## src/rtl/assert_macros.svh

```systemverilog
// Assertion macros shared by the RTL of the stepper position sequencer.
// No dependencies; included by files that carry concurrent checks.
`ifndef ASSERT_MACROS_SVH
`define ASSERT_MACROS_SVH
`ifndef SYNTHESIS
// Check a property on every rising edge outside reset.
`define SPS_ASSERT(label, clk, rst, prop) \
  label: assert property (@(posedge clk) disable iff (rst) (prop)) \
    else $error("sps assertion failed");
// Check that a condition in one cycle implies a consequence in the same cycle.
`define SPS_ASSERT_IMPLY(label, clk, rst, ante, cons) \
  `SPS_ASSERT(label, clk, rst, (ante) |-> (cons))
`else
`define SPS_ASSERT(label, clk, rst, prop)
`define SPS_ASSERT_IMPLY(label, clk, rst, ante, cons)
`endif
`endif

```

## src/rtl/sps_pkg.sv

```systemverilog
// Package for the stepper position sequencer: word types, codes, defaults.
// No dependencies; used by every module of the block but sps_ram.
`default_nettype none

package sps_pkg;

  localparam int QUEUE_DEPTH_DEFAULT = 8;
  localparam int POS_W = 32;

  localparam logic [1:0] CMD_TICK = 2'd0;
  localparam logic [1:0] CMD_MOVE = 2'd1;
  localparam logic [1:0] CMD_HOME = 2'd2;
  localparam logic [1:0] CMD_STOP = 2'd3;

  localparam logic [1:0] MODE_IDLE = 2'd0;
  localparam logic [1:0] MODE_RUN  = 2'd1;
  localparam logic [1:0] MODE_STOP = 2'd2;

  localparam logic [1:0] STEP_NONE = 2'd0;
  localparam logic [1:0] STEP_FWD  = 2'd1;
  localparam logic [1:0] STEP_BACK = 2'd2;

  localparam logic [1:0] STATUS_OK      = 2'd0;
  localparam logic [1:0] STATUS_FULL    = 2'd1;
  localparam logic [1:0] STATUS_IGNORED = 2'd2;

  typedef struct packed {
    logic [1:0]              cmd;
    logic signed [POS_W-1:0] payload;
  } in_word_t;

  typedef struct packed {
    logic signed [POS_W-1:0] position;
    logic signed [POS_W-1:0] target;
    logic [1:0]              motor_mode;
    logic [1:0]              step_taken;
    logic [1:0]              status;
    logic [3:0]              queued_moves;
  } out_word_t;

  typedef struct packed {
    logic                    push;
    logic                    pop;
    logic signed [POS_W-1:0] data;
  } queue_ctrl_t;

  typedef struct packed {
    logic                    empty;
    logic                    full;
    logic signed [POS_W-1:0] head;
  } queue_status_t;

endpackage

`default_nettype wire

```

## src/rtl/sps_ram.sv

```systemverilog
// Generic simple dual-port RAM: one write port, one read port, registered read.
// No dependencies.
`default_nettype none

module sps_ram #(
  parameter int WIDTH = 32,
  parameter int DEPTH = 8
) (
  input  wire logic                     clk,
  input  wire logic                     we,
  input  wire logic [$clog2(DEPTH)-1:0] waddr,
  input  wire logic [WIDTH-1:0]         wdata,
  input  wire logic [$clog2(DEPTH)-1:0] raddr,
  output logic      [WIDTH-1:0]         rdata
);

  logic [WIDTH-1:0] mem [DEPTH];

  always_ff @(posedge clk) begin
    if (we) begin
      mem[waddr] <= wdata;
    end
    rdata <= mem[raddr];
  end

endmodule

`default_nettype wire

```

## src/rtl/sps_move_queue.sv

```systemverilog
// FIFO of queued relative moves with the head word always presented.
// Depends on sps_pkg and sps_ram.
`default_nettype none

module sps_move_queue #(
  parameter int QUEUE_DEPTH = sps_pkg::QUEUE_DEPTH_DEFAULT
) (
  input  wire logic                  clk,
  input  wire logic                  rst,
  input  wire sps_pkg::queue_ctrl_t  ctrl,
  output sps_pkg::queue_status_t     status,
  output logic [3:0]                 level_next
);

  localparam int AW = $clog2(QUEUE_DEPTH);
  localparam int CW = $clog2(QUEUE_DEPTH + 1);

  logic [AW-1:0] read_slot;
  logic [AW-1:0] read_slot_next;
  logic [AW-1:0] write_slot;
  logic [AW-1:0] write_slot_next;
  logic [CW-1:0] count;
  logic [CW-1:0] count_next;
  logic          bypass_hit;
  logic [sps_pkg::POS_W-1:0] bypass_data;
  logic [sps_pkg::POS_W-1:0] ram_rdata;

  // wrap at the last slot
  always_comb begin
    read_slot_next  = read_slot;
    write_slot_next = write_slot;
    if (ctrl.pop) begin
      read_slot_next = (read_slot == AW'(QUEUE_DEPTH - 1)) ? '0 : read_slot + AW'(1);
    end
    if (ctrl.push) begin
      write_slot_next = (write_slot == AW'(QUEUE_DEPTH - 1)) ? '0 : write_slot + AW'(1);
    end
    unique case ({ctrl.push, ctrl.pop})
      2'b10:   count_next = count + CW'(1);
      2'b01:   count_next = count - CW'(1);
      default: count_next = count;
    endcase
  end

  always_ff @(posedge clk) begin
    if (rst) begin
      read_slot  <= '0;
      write_slot <= '0;
      count      <= '0;
      bypass_hit <= 1'b0;
    end else begin
      read_slot  <= read_slot_next;
      write_slot <= write_slot_next;
      count      <= count_next;
      // a word written to the slot being fetched is forwarded next cycle
      bypass_hit <= ctrl.push && (write_slot == read_slot_next);
    end
    bypass_data <= ctrl.data;
  end

  sps_ram #(
    .WIDTH (sps_pkg::POS_W),
    .DEPTH (QUEUE_DEPTH)
  ) u_store (
    .clk   (clk),
    .we    (ctrl.push),
    .waddr (write_slot),
    .wdata (ctrl.data),
    .raddr (read_slot_next),
    .rdata (ram_rdata)
  );

  assign status.empty = (count == '0);
  assign status.full  = (count == CW'(QUEUE_DEPTH));
  assign status.head  = bypass_hit ? bypass_data : ram_rdata;
  assign level_next   = 4'(count_next);

endmodule

`default_nettype wire

```

## src/rtl/sps_motion_core.sv

```systemverilog
// Position, target and mode registers with the per-command update logic.
// Depends on sps_pkg.
`default_nettype none

module sps_motion_core (
  input  wire logic                   clk,
  input  wire logic                   rst,
  input  wire logic                   advance,
  input  wire sps_pkg::in_word_t      word,
  input  wire sps_pkg::queue_status_t qstat,
  input  wire logic [3:0]             level_next,
  output sps_pkg::queue_ctrl_t        qctrl,
  output sps_pkg::out_word_t          result_next
);

  logic signed [sps_pkg::POS_W-1:0] position;
  logic signed [sps_pkg::POS_W-1:0] position_next;
  logic signed [sps_pkg::POS_W-1:0] goal;
  logic signed [sps_pkg::POS_W-1:0] goal_next;
  logic signed [sps_pkg::POS_W-1:0] goal_tick;
  logic signed [sps_pkg::POS_W-1:0] goal_sat;
  logic signed [sps_pkg::POS_W:0]   wide_sum;
  logic [1:0] mode;
  logic [1:0] mode_next;
  logic [1:0] mode_tick;
  logic [1:0] step;
  logic [1:0] status;
  logic       push;
  logic       pop;

  // saturate the new target to the 32-bit range
  assign wide_sum = {goal[sps_pkg::POS_W-1], goal} + {qstat.head[sps_pkg::POS_W-1], qstat.head};
  assign goal_sat = (wide_sum[sps_pkg::POS_W] != wide_sum[sps_pkg::POS_W-1]) ?
                    (wide_sum[sps_pkg::POS_W] ? {1'b1, {(sps_pkg::POS_W-1){1'b0}}}
                                              : {1'b0, {(sps_pkg::POS_W-1){1'b1}}}) :
                    wide_sum[sps_pkg::POS_W-1:0];

  always_comb begin
    position_next = position;
    goal_next     = goal;
    mode_next     = mode;
    goal_tick     = goal;
    mode_tick     = mode;
    step          = sps_pkg::STEP_NONE;
    status        = sps_pkg::STATUS_OK;
    push          = 1'b0;
    pop           = 1'b0;
    if (mode == sps_pkg::MODE_STOP && word.cmd != sps_pkg::CMD_HOME) begin
      status = sps_pkg::STATUS_IGNORED;
    end else begin
      unique case (word.cmd)
        sps_pkg::CMD_MOVE: begin
          if (qstat.full) begin
            status = sps_pkg::STATUS_FULL;
          end else begin
            push = 1'b1;
          end
        end
        sps_pkg::CMD_HOME: begin
          position_next = word.payload;
          goal_next     = word.payload;
          mode_next     = sps_pkg::MODE_IDLE;
        end
        sps_pkg::CMD_STOP: begin
          mode_next = sps_pkg::MODE_STOP;
        end
        sps_pkg::CMD_TICK: begin
          if (mode == sps_pkg::MODE_IDLE && !qstat.empty) begin
            goal_tick = goal_sat;
            mode_tick = sps_pkg::MODE_RUN;
            pop       = 1'b1;
          end
          goal_next = goal_tick;
          mode_next = mode_tick;
          if (mode_tick == sps_pkg::MODE_RUN) begin
            if (position < goal_tick) begin
              position_next = position + 32'sd1;
              step          = sps_pkg::STEP_FWD;
            end else if (position > goal_tick) begin
              position_next = position - 32'sd1;
              step          = sps_pkg::STEP_BACK;
            end
            if (position_next == goal_tick) begin
              mode_next = sps_pkg::MODE_IDLE;
            end
          end
        end
      endcase
    end
  end

  always_ff @(posedge clk) begin
    if (rst) begin
      position <= '0;
      goal     <= '0;
      mode     <= sps_pkg::MODE_IDLE;
    end else if (advance) begin
      position <= position_next;
      goal     <= goal_next;
      mode     <= mode_next;
    end
  end

  assign qctrl.push = push && advance;
  assign qctrl.pop  = pop && advance;
  assign qctrl.data = word.payload;

  assign result_next.position     = position_next;
  assign result_next.target       = goal_next;
  assign result_next.motor_mode   = mode_next;
  assign result_next.step_taken   = step;
  assign result_next.status       = status;
  assign result_next.queued_moves = level_next;

endmodule

`default_nettype wire

```

## src/rtl/stepper_position_sequencer.sv

```systemverilog
// Top level of the stepper position sequencer: handshake registers and checks.
// Depends on sps_pkg, sps_move_queue, sps_motion_core and assert_macros.svh.
`default_nettype none
`include "assert_macros.svh"

//  channel   direction  handshake                  word type
//  command   in         command_valid/_stall       sps_pkg::in_word_t
//  result    out        result_valid/_stall        sps_pkg::out_word_t
//
//  Every command word gives exactly one result word: once it is taken, the
//  word sits in the command register while the update logic works out its
//  result, which lands in the result register when the update advances.
//  One word a cycle is sustained while results are taken; the
//  registered read of the move store keeps the next head ready every cycle.
//  Reset (rst, synchronous) empties the queue and sets position and target to
//  zero, mode idle. A stalled result holds the update; command_stall rises
//  only while a command word is held behind a stalled result word.

module stepper_position_sequencer #(
  parameter int QUEUE_DEPTH = sps_pkg::QUEUE_DEPTH_DEFAULT
) (
  input  wire logic               clk,
  input  wire logic               rst,
  input  wire logic               command_valid,
  output logic                    command_stall,
  input  wire sps_pkg::in_word_t  command,
  output logic                    result_valid,
  input  wire logic               result_stall,
  output sps_pkg::out_word_t      result
);

  // command register
  logic                   held_valid;
  sps_pkg::in_word_t      held;
  // update strobe: the held word is processed and its result registered
  logic                   advance;
  sps_pkg::queue_ctrl_t   qctrl;
  sps_pkg::queue_status_t qstat;
  logic [3:0]             level_next;
  sps_pkg::out_word_t     result_next;

  // advance whenever a word is held and the result register is free or being emptied
  assign advance       = held_valid && (!result_valid || !result_stall);
  assign command_stall = held_valid && !advance;

  always_ff @(posedge clk) begin
    if (rst) begin
      held_valid <= 1'b0;
    end else if (!command_stall) begin
      held_valid <= command_valid;
    end
    if (!command_stall && command_valid) begin
      held <= command;
    end
  end

  always_ff @(posedge clk) begin
    if (rst) begin
      result_valid <= 1'b0;
    end else if (advance) begin
      result_valid <= 1'b1;
    end else if (!result_stall) begin
      result_valid <= 1'b0;
    end
    if (advance) begin
      result <= result_next;
    end
  end

  sps_move_queue #(
    .QUEUE_DEPTH (QUEUE_DEPTH)
  ) u_queue (
    .clk        (clk),
    .rst        (rst),
    .ctrl       (qctrl),
    .status     (qstat),
    .level_next (level_next)
  );

  sps_motion_core u_core (
    .clk         (clk),
    .rst         (rst),
    .advance     (advance),
    .word        (held),
    .qstat       (qstat),
    .level_next  (level_next),
    .qctrl       (qctrl),
    .result_next (result_next)
  );

  // an idle motor sits on its target, a running one does not
  `SPS_ASSERT_IMPLY(a_idle_on_target, clk, rst, result_valid && result.motor_mode == sps_pkg::MODE_IDLE, result.position == result.target)
  `SPS_ASSERT_IMPLY(a_run_off_target, clk, rst, result_valid && result.motor_mode == sps_pkg::MODE_RUN, result.position != result.target)
  // ignored words come only from a stopped motor and never step
  `SPS_ASSERT_IMPLY(a_ignored_stopped, clk, rst, result_valid && result.status == sps_pkg::STATUS_IGNORED, result.motor_mode == sps_pkg::MODE_STOP && result.step_taken == sps_pkg::STEP_NONE)
  // every processed word lands in the result register
  `SPS_ASSERT(a_advance_lands, clk, rst, advance |=> result_valid)

endmodule

`default_nettype wire
```

## config.mk

```make
export PLATFORM = sky130hd
export DESIGN_NAME = stepper_position_sequencer
export DESIGN_NICKNAME = d
export VERILOG_FILES = /design/src/rtl/sps_pkg.sv /design/src/rtl/sps_ram.sv /design/src/rtl/sps_move_queue.sv /design/src/rtl/sps_motion_core.sv /design/src/rtl/stepper_position_sequencer.sv
export VERILOG_INCLUDE_DIRS = /design/src /design/src/rtl
export SDC_FILE = /design/constraint.sdc
export NUM_CORES = 1
export LEC_CHECK = 0
export ABC_AREA = 1
export BUFFER_PORTS_ARGS = -buffer_cell sky130_fd_sc_hd__buf_2
export CAP_MARGIN = 20
export CELL_PAD_IN_SITES_DETAIL_PLACEMENT = 1
export CELL_PAD_IN_SITES_GLOBAL_PLACEMENT = 1
export CORE_MARGIN = 1.5
export CORE_UTILIZATION = 48
export DETAILED_ROUTE_END_ITERATION = 8
export PLACE_DENSITY_LB_ADDON = 0.1
export SETUP_SLACK_MARGIN = 0.3
export SLEW_MARGIN = 40
export SYNTH_ARGS = -nofsm -noshare
export SYNTH_HDL_FRONTEND = slang
export SYNTH_SLANG_ARGS = --single-unit
```

## constraint.sdc

```tcl
create_clock -name clk -period 8.5 [get_ports clk]
set_input_delay 1.275 -clock clk [delete_from_list [all_inputs] [get_ports clk]]
set_output_delay 1.275 -clock clk [all_outputs]
set_load 0.02 [all_outputs]
```

---- Word level (Yosys, flattened, before mapping) ----
Memory sizes are Yosys's and may differ from the RTL's. A register that Yosys moved wholly into a read port is not among the register bits.
Cells that the tools add are included.
storage, ports and cells
  register bits after elaboration ......... 219
  memory bits (writable) .................. 256
  input bits .............................. 38
  logic and storage cells ................. 109
  memories kept ........................... 1
memory list
  memory               depth  width  rd ports  clocked after memory_dff  wr ports  RTL line       source
  u_queue.u_store.mem  8      32     1         1                         1         sps_ram.sv:17  logic [WIDTH-1:0] mem [DEPTH];
cells by class
  add/sub/neg operators ................... 7
  order comparisons ....................... 2
  equal/unequal tests ..................... 15
  muxes and demuxes ....................... 41
  bitwise logic cells ..................... 3
  reductions and logical operators ........ 20
operator list
  operator               count
  $mux 32                14
  $pmux 32 s2            2
  $add 32x32->33         1
  $add 32x2->32 const B  1
  $eq 32x32->1           1
  $gt 32x32->1           1
  $lt 32x32->1           1
  $sub 32x2->32 const B  1
  $mux 2                 8
  $mux 1                 12
  $mux 3                 3
  $eq 2x2->1 const B     4
  $logic_and 1x1->1      8
  $pmux 4 s2             1
  $add 3x1->3 const B    2
  $eq 2x1->1 const B     3
  $eq 3x3->1 const B     2
  $pmux 2 s3             1
  $logic_not 1->1        5
  $add 4x1->4 const B    1
  $eq 4x4->1 const B     1
  $logic_not 2->1        2
  $logic_not 4->1        1
  $reduce_or 4->1        1
  other kinds (9)        11

---- Logic depth before layout (Yosys ltp) ----
Gate-level depths: netlist (run 1).
  depth after elaboration ................. 18
  mapped depth ............................ 56

---- Cells and area by module ----
From an unflattened synthesis (run 1), not the netlist that was laid out.
second synthesis, totals
  cell total of the unflattened synthesis .. 3456
  area, all modules ....................... 27918.0 µm²
modules (own cells, without submodules)
  module                      times used  cells each  area an instance (µm²)  seq. area each (µm²)
  sps_ram                     1           1156        11872.6                 8328.0
  sps_motion_core             1           2024        11050.6                 1321.3
  stepper_position_sequencer  1           120         3334.4                  3283.1
  sps_move_queue              1           156         1660.3                  860.8

---- Worst setup path after synthesis (run 1) ----
Ideal clock, no wire load.
  path kind ............................... input to register
  from .................................... input result_stall
  to ...................................... memory u_queue.u_store.mem[1][0], enable pin
  library setup time ...................... 0.461 ns
  arrival ................................. 6.465 ns
  data required time ...................... 8.039 ns
  slack ................................... 1.574 ns
  stages on the path ...................... 7
  path through ............................ nand2_1 inv_1 nor2_2 nand3_1 nor2_1 inv_1 nor3_1
between the ends
  cells in the longest elaborated chain, start to end .. 6
RTL lines
  item                          RTL line                          source
  start: declaration            stepper_position_sequencer.sv:28  input wire logic result_stall,
  $logic_not 1->1               --
  $logic_or 1x1->1              stepper_position_sequencer.sv:43  assign advance = held_valid && (!result_valid || !result_stall);
  $logic_and 1x1->1             stepper_position_sequencer.sv:43
  named net advance             stepper_position_sequencer.sv:36  logic advance;
  $logic_and 1x1->1             sps_motion_core.sv:104            assign qctrl.push = push && advance;
  $mux 1                        sps_ram.sv:20                     if (we) begin
  $mux 1 (not written as such)  sps_ram.sv:21                     mem[waddr] <= wdata;
  end: declaration              sps_ram.sv:17
The timed path passes the listed nets, and every way through them passes these cells.

==> qor.yml, run 1 <==
run_status: "complete, but fails checks"
violations: "DRC"
fin_ws_ps: 810
final_nets: 3111
coreArea_mm2: 0.0528
synth-simple-area-share_pct: 19.6
routedWlPerCell_um: 27.0
skew_ps: 53.0
root_buffer: "clkbuf_16"
slew_headroom_pct: 43.9
multiInputGateArea_mm2: 0.0102
regToRegEndpoint: "result[8]"
power_density_mw_per_mm2: 230
numCtsBuffers: 54
grt_overflow: 0
synth-warning-count: 0
reg2reg_depth: 43
clk_pin_slew_worst_paths_ps: 70
via_per_inst: 6.04
drc_errors: 8
async_flop_share_pct: 0
fillers: 5990
finalMaxSlewViolations: 0
max_stage_delay_ps: 490
vias: 22500
power_mw: 6.74
insertion_delay_ps: 640
yosysTopAreaCellShare_pct: 42.5
htreeDepth: 2
max-vdd-ir-drop_v: 0.000283
timing.final.crit_share_pct: 90.5
die-area_mm2: 0.0550
fp.dieW_um: 235
yosysTopAreaCell: "edfxtp_1"
worstSetupPathType: "flop to flop"
seq_area_mm2: 0.0138
rows: 84
portBuffers: 113
synth.distinct_cells: 57
grt_max_degree: 101
track_usage_pct: 36.6
antenna_found_initial: 2
worstMarginPinSlew_ps: 841
grt_util_met2_pct: 60.8
min_to: "u_queue.count[0]"
max_freq_mhz: 130
start_kind: "flop"
reg2reg_from: "u_queue.bypass_hit"
firstDrtPassIters: 7
synth_seq_area_share_pct: 53.6
synthTopCellsByArea: "edfxtp_1 42%, dfxtp_1 11%, nand2_1 8.6%, inv_1 4.8%, nor2_1 4.6%"
endpoint_kind: "flop"
mostFrequentLayoutCells: "586 x nand2_1, 364 x edfxtp_1, 325 x inv_1"
cts_sinks: 507
rsz0062_at_grt: "no"
layout_commonest_cell: "nand2_1"
synthCells: 2873
die_y_um: 235
synth_top_family_by_area: "simple AND/OR/NAND/NOR gates"
synthMuxAreaShare_pct: 1.40
io_pins: 114
drt-initial-drc-count: 2091
synth_xor_area_share_pct: 0.817
synth_edf_count: 364
cp_max_fo: 16
leakage_nw: 12.3
crit_arrival_ps: 8080
cts_tree: "done"
synth_fp_nets: 2988
syn_area_per_cell_um2: 8.96
syn_area_mm2: 0.0257
start_util_pct: 48.8
cpMaxStageDelayCell: "dfxtp_4"
grt-busiest-layer: "met2"
routed_wl_um: 101000
hp-start: "u_queue.count[0]"
hold_violations: 0
cpMostUsedCell: "nand2_1"
setup_viol: 0
grt_use_met3_pct: 4.26
synth_compound_area_share_pct: 13.7
required_ps: 8890
dpl.hpwl_um: 72100
dp_slack_ps: -24.2
rrSetupSlack_ps: 810
synth_ff_type: "edfxtp_1"
grt_pass1_wl_um: 148000
clk_path_buf_depth: 3
hp-class: "flop to flop"
final_layout_size_suffix_gt1_share_pct: 13.5
grt_pass1_vias: 22900
grtUsageMet1_pct: 48.7
hold_depth: 2
gp_congestion: 0.991
post-route-util_pct: 55.5
area_growth_pct: 13.7
synthAdderAreaFrac_pct: 3.80
synth_seq_cells: 507
ant_nets: 0
maxCapViolations: 0
period_minus_slack_ps: 7690
## worst max path at each step
stage,start,end,slack (ps),cells past startpoint
after global placement,u_queue.bypass_hit,result[8],-20,42
after floorplan,result_stall,u_queue.u_store.mem[1][0],1570,7
after global routing,u_queue.bypass_hit,u_core.mode[0],310,45
final,u_queue.bypass_hit,result[8],810,43
after CTS,u_queue.bypass_hit,result[8],420,44
after detailed placement,u_queue.bypass_hit,result[8],-20,42
## sequential cells by signal (all words and copies together), names as in the netlist
register / cells
u_queue.u_store.rdata: 32
u_queue.bypass_hit: 1
u_queue.u_store.mem: 256
result: 74
u_core.mode: 2
u_core.goal: 32
u_queue.count: 4
held_valid: 1
u_core.position: 32
u_queue.read_slot: 3
u_queue.bypass_data: 32
u_queue.write_slot: 3
held: 34
result_valid: 1
## synth_stat cells (8+ instances only)
| cell | n |
|---|---|
| a21oi_1 | 152 |
| nor2_1 | 314 |
| edfxtp_1 | 364 |
| o21bai_1 | 45 |
| inv_2 | 9 |
| nor3_1 | 26 |
| o32ai_1 | 32 |
| dfxtp_1 | 143 |
| or2_2 | 36 |
| nand2_2 | 11 |
| buf_2 | 16 |
| nand3_1 | 165 |
| nand2_1 | 587 |
| o211ai_1 | 43 |
| mux2_2 | 31 |
| o21ai_0 | 186 |
| o21ai_1 | 15 |
| ha_1 | 75 |
| inv_1 | 329 |
| o221ai_1 | 48 |
| a31oi_1 | 33 |
| xor2_1 | 21 |
| nor4_1 | 8 |
| nand4_1 | 22 |
| clkbuf_1 | 95 |
## report_power, final
group / leakage, nW / internal, mW / total, mW / switching (mW)
registers: 4.54 / 2.73 / 2.84 / 0.101
logic: 6.88 / 0.428 / 1.39 / 0.961
clock network: 0.905 / 1.45 / 2.52 / 1.07
## routing by layer
layer  wire (um)  share of wire [%]
met5           0                  0
met4        4020                4.0
met3        6870                6.8
met2       48100                 48
met1       41700                 41
## layout make-up
type / instances / share of cell area, %
Multi-Input combinational cell: 1903 / 35.0
Sequential cell: 507 / 47.2
Antenna cell: 2 / 0.0171
Inverter: 339 / 4.39
Clock buffer: 65 / 4.86
Tap cell: 688 / 2.94
Timing Repair Buffer: 191 / 4.08
Clock inverter: 36 / 1.56
## critical path, delay by kind of cell, from the launching register on
kind	cells	cell delay [ps]
adders and majority gates	3	1080
and+or+nand+nor	26	3200
AOI/OAI and AO/OA	6	920
buffers and inverters	6	1090
DFF	1	490
muxes	1	400
xor gates and xnor gates	1	230
## cells by family after synthesis
logic type	count (synthesis)
AO/OA/AOI/OAI	575
XOR/XNOR	24
adder cells (fa/ha/maj)	77
buffers and inverters	463
flip-flops	507
multiplexers	32
AND/OR/NAND/NOR	1195
## metrics by stage
step / cells / cell area (um^2) / TNS [ps] / hold WS (ps)
3_5_place_dp: 3622 / 27300 / -30.9 / 517
2_1_floorplan: 2873 / 25700 / 0 / 471
3_3_place_gp: 3621 / 27300 / -29.3 / 492
5_1_grt: 3731 / 29300 / 0 / 565
6_report: 3731 / 29300 / 0 / 533
4_1_cts: 3723 / 29200 / 0 / 533
## what timing repair did
item                       CTS  global route
pin swaps                    0             0
buffers inserted             0             5
hold buffers                 0             0
resized for setup            2             9
setup endpoints to repair    6            13
No activity file was read; power rests on OpenSTA's default activity.
==> run 2: changes to the inputs <==
--- a/config.mk
+++ b/config.mk
@@ -6,13 +6,12 @@
 export SDC_FILE = /design/constraint.sdc
 export NUM_CORES = 1
 export LEC_CHECK = 0
-export ABC_AREA = 1
 export BUFFER_PORTS_ARGS = -buffer_cell sky130_fd_sc_hd__buf_2
 export CAP_MARGIN = 20
 export CELL_PAD_IN_SITES_DETAIL_PLACEMENT = 1
 export CELL_PAD_IN_SITES_GLOBAL_PLACEMENT = 1
-export CORE_MARGIN = 1.5
-export CORE_UTILIZATION = 48
+export CORE_MARGIN = 5
+export CORE_UTILIZATION = 49
 export DETAILED_ROUTE_END_ITERATION = 8
 export PLACE_DENSITY_LB_ADDON = 0.1
 export SETUP_SLACK_MARGIN = 0.3
==> qor.yml, run 2 <==
synth-warning-count: 0  # unchanged
rsz0062_at_grt: "no"  # unchanged
vias: 18600  # was 22500
drc_errors: 0  # was 8
firstDrtPassIters: 6  # was 7
required_ps: 8850  # was 8890 ps
max_freq_mhz: 128  # was 130 MHz
run_status: "finished clean"  # was complete, but fails checks
setup_viol: 0  # unchanged
start_util_pct: 49.2  # was 48.8%
endpoint_kind: "flop"  # unchanged
synth_seq_area_share_pct: 57.5  # was 53.6%
cts_sinks: 507  # unchanged
leakage_nw: 10.2  # was 12.3 nW
syn_area_mm2: 0.0240  # was 0.0257 mm^2
worstSetupPathType: "flop to flop"  # unchanged
start_kind: "flop"  # unchanged
route.met2.wl_um: 36700  # was 48100 um
clk_path_buf_depth: 3  # unchanged
regMostFlops: "u_queue.u_store.mem"  # unchanged
clk_pin_slew_worst_paths_ps: 70  # about the same
multiInputGateArea_mm2: 0.00988  # was 0.0102 mm^2
reg.largest.list: "u_queue.u_store.mem x256, result x74, held x34"  # unchanged
yosysTopAreaCell: "edfxtp_1"  # unchanged
synth_ff_type: "edfxtp_1"  # unchanged
period_minus_slack_ps: 7830  # was 7690 ps
synth_fp_nets: 2406  # was 2988
antenna_found_initial: 1  # was 2
drt-initial-drc-count: 1328  # was 2091
async_flop_share_pct: 0  # unchanged
worstMarginPinSlew_ps: 868  # was 841 ps
grt_pass1_wl_um: 115000  # was 148000 um
synth.distinct_cells: 89  # was 57
area_growth_pct: 14.6  # was 13.7%
synth_compound_area_share_pct: 11.1  # was 13.7%
fin_ws_ps: 668  # was 810 ps
die-area_mm2: 0.0535  # was 0.0550 mm^2
power_density_mw_per_mm2: 216  # was 230 mW/mm^2
grt_pass1_vias: 19100  # was 22900
yosysTopAreaCellShare_pct: 45.5  # was 42.5%
max_stage_delay_ps: 470  # was 490 ps
grt_overflow: 0  # unchanged
rows: 81  # was 84
switching_power_mw: 1.59  # was 2.13 mW
synth-simple-area-share_pct: 18.7  # was 19.6%
routedWlPerCell_um: 24.4  # was 27.0 um
maxCapViolations: 0  # unchanged
syn_area_per_cell_um2: 10.5  # was 8.96 um^2
cpMaxStageDelayCell: "a2111oi_4"  # was dfxtp_4
coreArea_mm2: 0.0487  # was 0.0528 mm^2
synth_top_family_by_area: "simple AND/OR/NAND/NOR gates"  # unchanged
layout_commonest_cell: "nand2_1"  # unchanged
die_y_um: 231  # was 235 um
final_nets: 2500  # was 3111
crit_arrival_ps: 8180  # was 8080 ps
tns_ps: 0  # unchanged
finalMaxSlewViolations: 0  # unchanged
track_usage_pct: 27.6  # was 36.6%
synthTopCellsByArea: "edfxtp_1 46%, dfxtp_1 12%, nand2_1 7.0%, ha_1 3.9%, nand3_1 3.8%"  # was edfxtp_1 42%, dfxtp_1 11%, nand2_1 8.6%, inv_1 4.8%, nor2_1 4.6%
insertion_delay_ps: 610  # was 640 ps
internal-power_mw: 4.35  # was 4.61 mW
highest_layer: "met4"  # unchanged
seq_area_mm2: 0.0138  # about the same
max-vdd-ir-drop_v: 0.000150  # was 0.000283 V
seqPwrFrac_pct: 47.3  # was 42.1%
synth_edf_count: 364  # unchanged
hp-class: "flop to flop"  # unchanged
mostFrequentLayoutCells: "439 x nand2_1, 364 x edfxtp_1, 182 x nand3_1"  # was 586 x nand2_1, 364 x edfxtp_1, 325 x inv_1
yosys-top-cells-count: "445 x nand2_1, 364 x edfxtp_1, 182 x nand3_1"  # was 587 x nand2_1, 364 x edfxtp_1, 329 x inv_1
skew_ps: 27.0  # was 53.0 ps
final_layout_size_suffix_gt1_share_pct: 16.2  # was 13.5%
timing.final.crit_share_pct: 92.1  # was 90.5%
holdBufCountCts: 0  # unchanged
num_antenna_cells: 0  # was 2
fp.dieW_um: 231  # was 235 um
wl_met1_um: 33000  # was 41700 um
clockPowerShare_pct: 38.4  # was 37.3%
io_pins: 114  # unchanged
htreeDepth: 2  # unchanged
cts_tree: "done"  # unchanged
grt_max_degree: 86  # was 101
synth_xor_area_share_pct: 3.31  # was 0.817%
synth_seq_cells: 507  # unchanged
via_per_inst: 6.01  # was 6.04
root_buffer: "clkbuf_16"  # unchanged
gp_congestion: 0.901  # was 0.991
synthMuxAreaShare_pct: 2.22  # was 1.40%
synthCells: 2291  # was 2873
routed_wl_um: 75500  # was 101000 um
largest_register_ffs: 256  # unchanged
post-synth-top-count-cell: "nand2_1"  # unchanged
cp_max_fo: 6  # was 16
hold_violations: 0  # unchanged
comb_power_share_pct: 14.4  # was 20.6%
dpl.hpwl_um: 50700  # was 72100 um
dp_slack_ps: 111  # was -24.2 ps
numCtsBuffers: 51  # was 54
fillers: 5185  # was 5990
slew_headroom_pct: 41.4  # was 43.9%
dr_wl_met3_um: 3850  # was 6870 um
switching_share_pct: 26.8  # was 31.6%
ant_nets: 0  # unchanged
synthAdderAreaFrac_pct: 4.08  # was 3.80%
portBuffers: 113  # unchanged
-- run 2: cell count changes after synthesis, moves of 31 or more --
| cell | change |
|---|---|
| o21bai_1 | -39 |
| o32ai_1 | -32 |
| nand2_1 | -142 |
| nor3_1 | +38 |
| xnor2_1 | +49 |
| o21ai_0 | -89 |
| o221ai_1 | -44 |
| inv_1 | -284 |
| a21oi_1 | -63 |
| or2_2 | -31 |
| nor2_1 | -151 |
-- run 2: power groups by stage --
stage               clock network [mW]  logic [mW]  registers (mW)
floorplan                            0       0.521            2.83
global placement                     0       0.752            2.85
global route                      2.45       0.914            2.82
CTS                               2.32       0.780            2.81
detailed placement                   0       0.764            2.86
finish                            2.28       0.853            2.81
-- run 2: final timing paths --
path,start,end,slack (ps),cells past startpoint
setup reg to reg,u_queue.bypass_hit,result[8],670,32
setup / recovery,u_queue.bypass_hit,result[8],670,32
hold / removal,held_valid,result_valid,520,2
hold reg to reg,held_valid,result_valid,520,2
-- run 2: what timing repair did --
| item | in CTS | in global routing |
|---|---|---|
| hold endpoints to repair | 0 | 0 |
| gates cloned | 0 | 1 |
| pin swaps | 0 | 18 |
| gates resized for setup | 5 | 59 |
| setup buffers | 3 | 12 |
| setup endpoints to repair | 2 | 19 |
-- run 2: area by class of cell --
type,count,share of cell area [%]
well taps,664,3.02
clock buffers,68,5.06
flip-flops and latches,507,50.2
repair buffers,180,4.10
inverters,46,0.646
multi-input cells,1599,35.9
clock inverters,26,1.09
-- run 2: critical path: cells and delay by family (launching register included) --
family,cells,cell delay [ps]
AOI/OAI and AO/OA,12,3030
adders and majority gates,3,1060
buffers and inverters,4,600
muxes,1,350
DFF,1,370
xor gates and xnor gates,3,410
and+or+nand+nor,9,1750
-- run 2: metrics by stage --
stage	utilization, %	power, mW	area, um^2	hold slack (ps)	instances
3_3_place_gp	52.0	3.61	25300	490	2980
3_5_place_dp	52.0	3.62	25400	513	2980
4_1_cts	55.6	5.91	27100	520	3077
5_1_grt	56.4	6.18	27500	584	3090
6_report	56.4	5.94	27500	515	3090
2_1_floorplan	-	3.35	24000	451	2291
-- run 2: cells by family (layout without fill, tap and decap cells) --
group | Yosys count | after routing
AOI/OAI and AO/OA | 392 | 392
xor gates and xnor gates | 86 | 86
adders and majority gates | 77 | 77
buffers and inverters | 185 | 320
DFF | 507 | 507
muxes | 49 | 49
and+or+nand+nor | 995 | 995
-- run 2: metal layers --
metal  up-vias  GRT usage (%)
met5         -              0
met2       549           46.3
met1      9378           38.2
met4         0           7.15
met3       129           3.68
li1       8500              -
